==> src/rtl/adf_pkg.sv <==
// ----------------------------------------------------------------------------
// Advertising data name filter package
// Shared types, sizes and codes for the advertising data name filter.
// ----------------------------------------------------------------------------
package adf_pkg;

  localparam int MAX_AD_LEN_DEFAULT = 31;
  localparam int MAX_NAME_LEN       = 29;
  localparam int NAME_BYTES         = 29;
  localparam int NAME_IDX_W         = $clog2(NAME_BYTES);
  localparam int BYTE_W             = 8;
  localparam int CFG_INDEX_W        = 3;
  localparam int CFG_DATA_W         = 64;
  localparam int NAME_LEN_W         = 5;

  localparam logic [CFG_INDEX_W-1:0] REG_NAME_LENGTH  = 3'd0;
  localparam logic [CFG_INDEX_W-1:0] REG_NAME_BYTES_A = 3'd1;
  localparam logic [CFG_INDEX_W-1:0] REG_NAME_BYTES_B = 3'd2;
  localparam logic [CFG_INDEX_W-1:0] REG_NAME_BYTES_C = 3'd3;
  localparam logic [CFG_INDEX_W-1:0] REG_NAME_BYTES_D = 3'd4;

  localparam logic [BYTE_W-1:0] AD_TYPE_SHORT_NAME    = 8'h08;
  localparam logic [BYTE_W-1:0] AD_TYPE_COMPLETE_NAME = 8'h09;

  typedef enum logic [1:0] {
    VERDICT_NONE  = 2'd0,
    VERDICT_MATCH = 2'd1,
    VERDICT_BAD   = 2'd2
  } verdict_t;

endpackage

==> src/rtl/adv_data_name_filter_core.sv <==
// ----------------------------------------------------------------------------
// Advertising data name filter core
// Walks the length-type-value elements of one advertising payload and gives
// one verdict per payload: no match, local name matched, or malformed.
// ----------------------------------------------------------------------------
//  Channel    Dir  Handshake              Content
//  s_axis     in   tvalid/tready          tdata[7:0] payload_byte, tlast final_byte
//  m_axis     out  tvalid/tready          tdata[1:0] verdict
//  cfg        in   cfg_write              cfg_index, cfg_data (target name)
//
// Items are handled as they are accepted, and a new item is taken each cycle
// while the verdict register is empty or being drained. A verdict is
// registered at the edge that accepts the final item of a payload and is
// offered in the next cycle. The input stalls only while a verdict waits and
// the output is stalled. Reset clears the parse state and the target name
// registers.
// ----------------------------------------------------------------------------
module adv_data_name_filter_core #(
  parameter int MAX_AD_LEN = adf_pkg::MAX_AD_LEN_DEFAULT
) (
  input  logic                            clk,
  input  logic                            rst,
  input  logic                            s_axis_tvalid,
  output logic                            s_axis_tready,
  input  logic [7:0]                      s_axis_tdata,   // [7:0] payload_byte
  input  logic                            s_axis_tlast,
  output logic                            m_axis_tvalid,
  input  logic                            m_axis_tready,
  output logic [7:0]                      m_axis_tdata,   // [1:0] verdict
  input  logic                            cfg_write,
  input  logic [adf_pkg::CFG_INDEX_W-1:0] cfg_index,
  input  logic [adf_pkg::CFG_DATA_W-1:0]  cfg_data
);
  import adf_pkg::*;

  localparam int SEEN_W = $clog2(MAX_AD_LEN + 2);

  typedef enum logic [1:0] {
    PH_LEN,
    PH_TYPE,
    PH_VALUE
  } phase_t;

  logic [NAME_LEN_W-1:0]           target_len;
  logic [NAME_BYTES-1:0][BYTE_W-1:0] target_name;

  phase_t              phase, phase_next;
  logic [BYTE_W-1:0]   element_left, element_left_next;
  logic                name_element, name_element_next;
  logic                name_equal, name_equal_next;
  logic [BYTE_W-1:0]   name_index, name_index_next;
  logic [BYTE_W-1:0]   value_length, value_length_next;
  verdict_t            decided, decided_next;
  logic [SEEN_W-1:0]   bytes_seen, bytes_seen_next;

  logic              accept;
  logic [BYTE_W-1:0] b;

  assign accept        = s_axis_tvalid && s_axis_tready;
  assign s_axis_tready = !m_axis_tvalid || m_axis_tready;
  assign b             = s_axis_tdata;

  always_comb begin
    logic close_now;
    close_now         = 1'b0;
    phase_next        = phase;
    element_left_next = element_left;
    name_element_next = name_element;
    name_equal_next   = name_equal;
    name_index_next   = name_index;
    value_length_next = value_length;
    decided_next      = decided;
    bytes_seen_next   = bytes_seen;

    if (bytes_seen <= SEEN_W'(MAX_AD_LEN)) begin
      bytes_seen_next = bytes_seen + 1'b1;
    end

    if (decided == VERDICT_NONE) begin
      unique case (phase)
        PH_LEN: begin
          if (b == '0) begin
            decided_next = VERDICT_BAD;
          end else begin
            value_length_next = b - 1'b1;
            element_left_next = b - 1'b1;
            phase_next        = PH_TYPE;
          end
        end
        PH_TYPE: begin
          name_element_next = (b == AD_TYPE_SHORT_NAME) || (b == AD_TYPE_COMPLETE_NAME);
          name_equal_next   = name_element_next &&
                              (target_len <= NAME_LEN_W'(MAX_NAME_LEN)) &&
                              (value_length == {{(BYTE_W-NAME_LEN_W){1'b0}}, target_len});
          name_index_next   = '0;
          if (element_left == '0) begin
            close_now = 1'b1;
          end else begin
            phase_next = PH_VALUE;
          end
        end
        PH_VALUE: begin
          if (name_element) begin
            if ((name_index >= BYTE_W'(MAX_NAME_LEN)) ||
                (name_index >= {{(BYTE_W-NAME_LEN_W){1'b0}}, target_len}) ||
                (target_name[name_index[NAME_IDX_W-1:0]] != b)) begin
              name_equal_next = 1'b0;
            end
            if (name_index != '1) begin
              name_index_next = name_index + 1'b1;
            end
          end
          if (element_left != '0) begin
            element_left_next = element_left - 1'b1;
          end
          if (element_left_next == '0) begin
            close_now = 1'b1;
          end
        end
        default: begin
          phase_next = PH_LEN;
        end
      endcase

      if (close_now) begin
        if (name_element_next && name_equal_next && (name_index_next == value_length_next)) begin
          decided_next = VERDICT_MATCH;
        end
        phase_next        = PH_LEN;
        name_element_next = 1'b0;
        name_equal_next   = 1'b0;
        name_index_next   = '0;
      end

      if (s_axis_tlast && (decided_next == VERDICT_NONE) && (phase_next != PH_LEN)) begin
        decided_next = VERDICT_BAD;
      end
    end

    if (bytes_seen_next > SEEN_W'(MAX_AD_LEN)) begin
      decided_next = VERDICT_BAD;
    end
  end

  always_ff @(posedge clk) begin
    if (rst) begin
      target_len    <= '0;
      target_name   <= '0;
      phase         <= PH_LEN;
      element_left  <= '0;
      name_element  <= 1'b0;
      name_equal    <= 1'b0;
      name_index    <= '0;
      value_length  <= '0;
      decided       <= VERDICT_NONE;
      bytes_seen    <= '0;
      m_axis_tvalid <= 1'b0;
    end else begin
      if (cfg_write) begin
        unique case (cfg_index)
          REG_NAME_LENGTH:  target_len         <= cfg_data[NAME_LEN_W-1:0];
          REG_NAME_BYTES_A: target_name[7:0]   <= cfg_data;
          REG_NAME_BYTES_B: target_name[15:8]  <= cfg_data;
          REG_NAME_BYTES_C: target_name[23:16] <= cfg_data;
          REG_NAME_BYTES_D: target_name[28:24] <= cfg_data[39:0];
          default: begin
          end
        endcase
      end

      if (m_axis_tvalid && m_axis_tready && !(accept && s_axis_tlast)) begin
        m_axis_tvalid <= 1'b0;
      end

      if (accept) begin
        if (s_axis_tlast) begin
          m_axis_tvalid <= 1'b1;
          m_axis_tdata  <= {6'b0, decided_next};
          phase         <= PH_LEN;
          element_left  <= '0;
          name_element  <= 1'b0;
          name_equal    <= 1'b0;
          name_index    <= '0;
          value_length  <= '0;
          decided       <= VERDICT_NONE;
          bytes_seen    <= '0;
        end else begin
          phase         <= phase_next;
          element_left  <= element_left_next;
          name_element  <= name_element_next;
          name_equal    <= name_equal_next;
          name_index    <= name_index_next;
          value_length  <= value_length_next;
          decided       <= decided_next;
          bytes_seen    <= bytes_seen_next;
        end
      end
    end
  end

  a_final_gives_verdict: assert property (@(posedge clk) disable iff (rst)
    (accept && s_axis_tlast) |=> m_axis_tvalid)
    else $error("final item did not produce a verdict");

  a_final_clears_packet: assert property (@(posedge clk) disable iff (rst)
    (accept && s_axis_tlast) |=>
      (phase == PH_LEN) && (decided == VERDICT_NONE) && (bytes_seen == '0))
    else $error("packet state not cleared after final item");

  a_verdict_code: assert property (@(posedge clk) disable iff (rst)
    m_axis_tvalid |-> (m_axis_tdata[1:0] != 2'd3) && (m_axis_tdata[7:2] == '0))
    else $error("invalid verdict code");

  a_name_only_in_value: assert property (@(posedge clk) disable iff (rst)
    name_element |-> (phase == PH_VALUE))
    else $error("name element flag outside a value");

endmodule
==> config.mk <==
export PLATFORM = sky130hd
export DESIGN_NAME = adv_data_name_filter_core
export DESIGN_NICKNAME = d
export VERILOG_FILES = /design/src/rtl/adf_pkg.sv /design/src/rtl/adv_data_name_filter_core.sv
export SDC_FILE = /design/constraint.sdc
export NUM_CORES = 1
export LEC_CHECK = 0
export BUFFER_PORTS_ARGS = -buffer_cell sky130_fd_sc_hd__buf_2
export CAP_MARGIN = 20
export CORE_ASPECT_RATIO = 1.5
export CORE_UTILIZATION = 50
export CTS_BUF_LIST = sky130_fd_sc_hd__clkbuf_16
export CTS_CLUSTER_DIAMETER = 60
export DETAILED_ROUTE_END_ITERATION = 16
export GPL_TIMING_DRIVEN = 0
export HOLD_SLACK_MARGIN = 0.08
export PLACE_DENSITY = 0.71
export SETUP_SLACK_MARGIN = 0.02
export SYNTH_ARGS = -nofsm -noshare
export SYNTH_HDL_FRONTEND = slang
export SYNTH_SLANG_ARGS = --single-unit
export TNS_END_PERCENT = 100
==> constraint.sdc <==
create_clock -name clk -period 3.25 [get_ports clk]
set_input_delay 0.65 -clock clk [delete_from_list [all_inputs] [get_ports clk]]
set_output_delay 0.65 -clock clk [all_outputs]
set_load 0.01 [all_outputs]
## Yosys cells after proc, flatten, opt, wreduce, memory -nomap -nowiden

Index checks and enable logic that the tools add are counted.

| cells by class | value |
|---|---|
| muxes and demuxes | 58 |
| reduce and logical (&&, ||, !) cells | 35 |
| equal/unequal tests | 13 |
| shift operators | 0 |
| $lt $le $gt $ge | 6 |
| div/mod/pow operators | 0 |
| multipliers | 0 |
| add/subtract/negate cells | 4 |
| bitwise operators | 1 |

Operators with widths:

| operator | number |
|---|---|
| 2-to-1 mux 8 bit | 18 |
| binary-select mux 8 bit (select 5 bit) | 1 |
| one-hot mux 8 bit (2 select lines) | 2 |
| 2-to-1 mux 2 bit | 15 |
| logical NOT 8 bit | 3 |
| 2-to-1 mux 1 bit | 17 |
| equality test 8 x 4 -> 1 bit (second input constant) | 2 |
| subtractor 8 x 1 -> 8 bit (second input constant) | 2 |
| 2-to-1 mux 6 bit | 2 |
| AND reduction 2 bit | 6 |
| logical AND 1 bit | 10 |
| adder 8 x 1 -> 8 bit (second input constant) | 1 |
| equality test 8 x 5 -> 1 bit | 1 |
| equality test 8 bit | 1 |
| >= comparator 8 x 5 -> 1 bit | 1 |
| >= comparator 8 x 5 -> 1 bit (second input constant) | 1 |
| != test 8 bit | 1 |
| != test 8 bit (second input constant) | 1 |
| nonzero test 8 bit | 1 |
| adder 6 x 1 -> 6 bit (second input constant) | 1 |
| equality test 3 x 2 -> 1 bit (second input constant) | 2 |
| > comparator 6 x 5 -> 1 bit (second input constant) | 1 |
| <= comparator 6 x 5 -> 1 bit (second input constant) | 1 |
| logical NOT 2 bit | 3 |
| other kinds (17) | 23 |

| word-level totals | value |
|---|---|
| memories | 0 |
| ROM bits | 0 |
| latch bits | 0 |
| RAM bits | 0 |
| word-level logic and storage cells | 157 |
| bits in registers | 276 |

## Logic depth before layout (Yosys ltp)

| depth | value |
|---|---|
| depth after elaboration | 20 |
| gate-level depth with buffers | 14 |
| gate-level depth less buffers | 11 |

## Worst setup path before layout

OpenSTA, ideal clock, no wires.

| timing | value |
|---|---|
| path kind | flip-flop to flip-flop |
| from | register name_index[0] |
| to | register decided[0] |
| period minus slack after synthesis | 3318 ps |
| arrival | 3223 ps |
| required time | 3154 ps |
| library setup time | 96 ps |
| slack | -68 ps |
| path buffers | 3 |
| cell stages (with the launch flop) | 15 |
| cell sequence | dfxtp_1 buf_6 buf_6 buf_2 inv_1 ha_1 nand2b_1 a21o_1 a211o_1 a211oi_1 mux2_2 nand4_1 o21ai_1 or4b_4 o41ai_2 |

| on the way | value |
|---|---|
| word-level cells in the longest chain between the ends | 20 |

RTL lines:

| what | RTL line | text |
|---|---|---|
| start, declared | adv_data_name_filter_core.sv:51 | `logic [BYTE_W-1:0] name_index, name_index_next;` |
| start signal, assigned | adv_data_name_filter_core.sv:192 | `name_index <= name_index_next;` |
| binary-select mux 8 bit (select 5 bit) | adv_data_name_filter_core.sv:106 | `(target_name[name_index[NAME_IDX_W-1:0]] != b)) begin` |
| 2-to-1 mux 8 bit (not written as such) | adv_data_name_filter_core.sv:106 |  |
| != test 8 bit | adv_data_name_filter_core.sv:106 |  |
| logical OR 1 bit | adv_data_name_filter_core.sv:105 | `(name_index >= {{(BYTE_W-NAME_LEN_W){1'b0}}, target_len}) \|\|` |
| 2-to-1 mux 1 bit | adv_data_name_filter_core.sv:104 | `if ((name_index >= BYTE_W'(MAX_NAME_LEN)) \|\|` |
| 2-to-1 mux 1 bit | adv_data_name_filter_core.sv:103 | `if (name_element) begin` |
| one-hot mux 1 bit (2 select lines) | adv_data_name_filter_core.sv:80 | `unique case (phase)` |
| 2-to-1 mux 1 bit | adv_data_name_filter_core.sv:79 | `if (decided == VERDICT_NONE) begin` |
| [3 not listed] | -- |  |
| 2-to-1 mux 2 bit (*) | adv_data_name_filter_core.sv:125 | `if (close_now) begin` |
| 2-to-1 mux 2 bit (*) | adv_data_name_filter_core.sv:79 |  |
| logical NOT 2 bit | adv_data_name_filter_core.sv:135 | `if (s_axis_tlast && (decided_next == VERDICT_NONE) && (phase_next != PH_LEN)) begin` |
| logical AND 1 bit (2 in series) | adv_data_name_filter_core.sv:135 |  |
| 2-to-1 mux 2 bit (*) | adv_data_name_filter_core.sv:135 |  |
| 2-to-1 mux 2 bit (*) | adv_data_name_filter_core.sv:79 |  |
| 2-to-1 mux 2 bit (*) | adv_data_name_filter_core.sv:140 | `if (bytes_seen_next > SEEN_W'(MAX_AD_LEN)) begin` |
| 2-to-1 mux 2 bit (*) | adv_data_name_filter_core.sv:176 | `if (s_axis_tlast) begin` |
| end signal, assigned | adv_data_name_filter_core.sv:194 | `decided <= decided_next;` |
| end, declared | adv_data_name_filter_core.sv:53 | `verdict_t decided, decided_next;` |

Every way passes the cells marked *; elsewhere a longest branch is shown, timed or not. The select of a mux whose other input is x is not followed.
A chain may end at the register's enable or synchronous reset.

## Worst setup path after layout

| timing | value |
|---|---|
| from | register name_index[0] |
| to | register decided[1] |

Same word-level chain as after synthesis.

==> summary.md <==
| Metric | Value |
|---|---|
| Reg2Reg Setup Slack | `roughly 0.028 ns` |
| H-tree depth | `1` |
| Worst slew margin | `~20%` |
| Min-Delay Startpoint | `cfg_data[60]` |
| IO Count | `91` |
| Worst setup path class | `register to register` |
| Crit share post-route | `99.1%` |
| Port buffer count | `80` |
| Endpoints failing hold | `0` |
| Worst setup EP type | `register` |
| P_leak | `5.31 nW` |
| FF+latch count, synth | `276` |
| Setup slack at placement | `-0.601 ns` |
| Hold endpoint | `target_name[124]` |
| Worst EP arrival | `3.67 ns` |
| # rows | `72` |
| DRT iter0 DRCs | `1093` |
| Internal Power | `5.54 mW` |
| Worst EP required | `3.70 ns` |
| Slew Viols, Final | `0` |
| VDD IR-drop max | `0.391 mV` |
| Number of global-route vias before repair | `12.1k` |
| Critical path's most frequent cell | `buf_12` |
| RSZ-0062 raised after global routing | `false` |
| Switch share | `25.6%` |
| Top-count cell post-synth | `nand2_1` |
| Sw Pwr | `around 1.9 mW` |
| Reg-to-reg startpoint | `name_index[0]` |
| Final worst slack | `0.0280 ns` |
| Clock power frac | `43.9%` |
| Drt via density | `5.99` |
| Num CTS Buffers | `28` |
| Tightest Pin Transition | `1.20 ns` |
| Die width | `134 um` |
| Cell total after placement | `2013` |
| Area share of the largest cell type after synthesis | `41.9%` |
| Synth Warn # | `0` |
| Layout cells sized above 1 | `16.4%` |
| Placeable Area | `roughly 26000 um2` |
| WL per Instance | `22.3 um` |
| Final setup viols | `0` |
| Clock Tree Root | `clkbuf_16` |
| Ys flop type | `dfxtp_1` |
| Critical path's largest stage delay | `0.56 ns` |
| Fin cells | `2074` |
| Worst-path clk slew | `0.07 ns` |
| CP max-delay cell | `mux4_2` |
| Synth area leaders | `dfxtp_1 42%, nand2_1 14%, a21oi_1 10%, mux4_2 9.3%, clkbuf_1 2.6%` |
| GR Overflow Total | `0` |
| Comb pwr share | `about 9%` |
| Clock Path Buffers | `3` |
| TritonCTS clock tree | `done` |
| Post-Synthesis Cells | `between 1.5k and 2k` |
| Max-Cap Viols | `0` |
| R2R Path End | `decided[1]` |
| Ant. Diodes | `0` |
| Status | `finished clean` |
| GPL Wtd Cong | `0.982` |
| Routed WL | `46.3 mm` |
| Post-synth ARST share | `0%` |
| Setup tns final | `0 ns` |
| CP delay by family, top | `simple AND/OR/NAND/NOR gates` |
| Clock sink count | `~280` |
| Die area | `26800 um2` |
| Initial DRT Pass Iterations | `6` |
| Sequential fraction of design power | `47.2%` |
| Post-synthesis cell type count | `79` |
| Total global-route track usage | `34.6%` |
| First-pass GRT wire length | `between 60 and 70 mm` |
| # DRC | `0` |
| Part of the Yosys area used for sequential elements | `a little over two fifths` |
| Hold Path Class | `input port to register` |
| Critical Path Fanout Max | `10` |
| Die Ht | `200 um` |
| Routed Antenna Nets | `0` |
| CP cell instances | `buf_12, buf_12, buf_16, mux4_2, a22oi_2, nand2_1, o21ai_4, xnor2_1, nand4_1, o21ai_2, or4b_4, a32o_1` |
| Pin count of the biggest net entering global routing | `17` |
| Tmin final | `3.22 ns` |
| Pwr dens | `486 nW/um2` |
| Final nets | `1822` |
| Commonest cells in the netlist | `505 x nand2_1, 274 x dfxtp_1, 267 x a21oi_1, 89 x clkbuf_1, 72 x nor2_1` |
| Clk_lat worst skew | `0.56 ns` |
| Post-Syn Area per Cell | `8.20 um2` |
| Post-detail-place hpwl | `34.0 mm` |
| Final Skew | `0.0253 ns` |
| Mapped cell area | `13100 um2` |
| Antenna violations before repair | `0` |
| R2R cell count | `12` |
| Number of synthesized flops with an enable pin | `2` |
| Initial Util | `50.8%` |
| Hold Path Stages | `3` |
| CTS Hold Buffers Added | `0` |
| Crit path launch type | `register` |
| Synth-to-Final Area Change | `17.2%` |
| WP buf/inv | `3` |
| Routed vias | `12.4k` |
| F_max | `310 MHz` |
| Yosys top cell by area | `dfxtp_1` |
-- cell families after synthesis --
logic type	synth area share [%]
other	0.0287
AO/OA/AOI/OAI	16.4
multiplexers	10.3
flip-flops	42.4
adder cells (fa/ha/maj)	1.63
AND/OR/NAND/NOR	21.6
XOR/XNOR	2.27
buffers and inverters	5.37
-- power by group through the flow --
stage / Combinational [mW] / Clock, mW / Sequential [mW]
after floorplan: 0.375 / 0 / 3.57
after global placement: 0.627 / 0 / 3.58
after detailed placement: 0.634 / 0 / 3.59
after CTS: 0.642 / 3.28 / 3.51
after global routing: 0.716 / 3.41 / 3.52
final: 0.666 / 3.26 / 3.51
-- flip-flops by register name (all words and copies together), names as in the netlist --
name	cells
m_axis_tdata	2
name_equal	1
phase	2
name_index	8
value_length	8
target_len	5
m_axis_tvalid	1
bytes_seen	6
target_name	232
name_element	1
decided	2
element_left	8
-- stage by stage --
stage / hold slack (ns) / utilization (%) / cell area, um2 / total power, mW
after CTS: 0.363 / 58.9 / 15200 / 7.43
after detailed placement: 0.444 / 54.0 / 13900 / 4.22
after floorplan: 0.431 / - / 13100 / 3.94
final: 0.365 / 59.5 / 15300 / 7.44
after global routing: 0.378 / 59.5 / 15300 / 7.64
after global placement: 0.438 / 54.0 / 13900 / 4.21
-- cells in the final DEF, fill, tap and decap left out, drive strengths merged, types with 24 or more instances in the layout --
cell type,Yosys,layout
nor3,24,24
nand2,507,507
buf,32,126
inv,21,26
a21oi,268,268
a22oi,25,25
clkbuf,92,121
o21ai,24,24
nor2,72,72
dfxtp,274,274
mux4,54,54
-- worst max-delay path by stage --
stage | startpoint | to | cells past startpoint
after floorplan | name_index[0] | decided[0] | 14
after global placement | name_index[1] | decided[0] | 11
after detailed placement | name_index[1] | decided[0] | 11
after CTS | name_index[0] | decided[0] | 14
after global routing | name_index[0] | decided[1] | 13
final | name_index[0] | decided[1] | 12
-- per-layer routing --
layer	share of wire, %	vias up	track usage (%)
met1	34	5845	36.7
met4	9.0	0	28.3
met5	0	-	0
li1	-	5719	-
met2	49	648	60.6
met3	7.5	216	5.61
-- tightest hold or removal path, cell delays in order --
cell	delay, ns
buf_2	0.12
nand2_1	0.05
a21oi_1	0.05
-- layout make-up --
cell class | count | area (um2)
Multi-Input combinational cell | 1179 | 7080
Buffer | 123 | 736
Timing Repair Buffer | 95 | 538
Fill cell | 2367 | 10400
Clock inverter | 18 | 185
Clock buffer | 29 | 726
Sequential cell | 276 | 5560
Tap cell | 333 | 417
Inverter | 21 | 91.3
-- repair_timing --
action / 4_1_cts / 5_1_grt
hold endpoints to repair: 0 / 0
resized for setup: 54 / 36
buffers inserted: 10 / 5
setup endpoints to repair: 5 / 12
pin swaps: 5 / 14
Power figures use the tool's default switching activity.
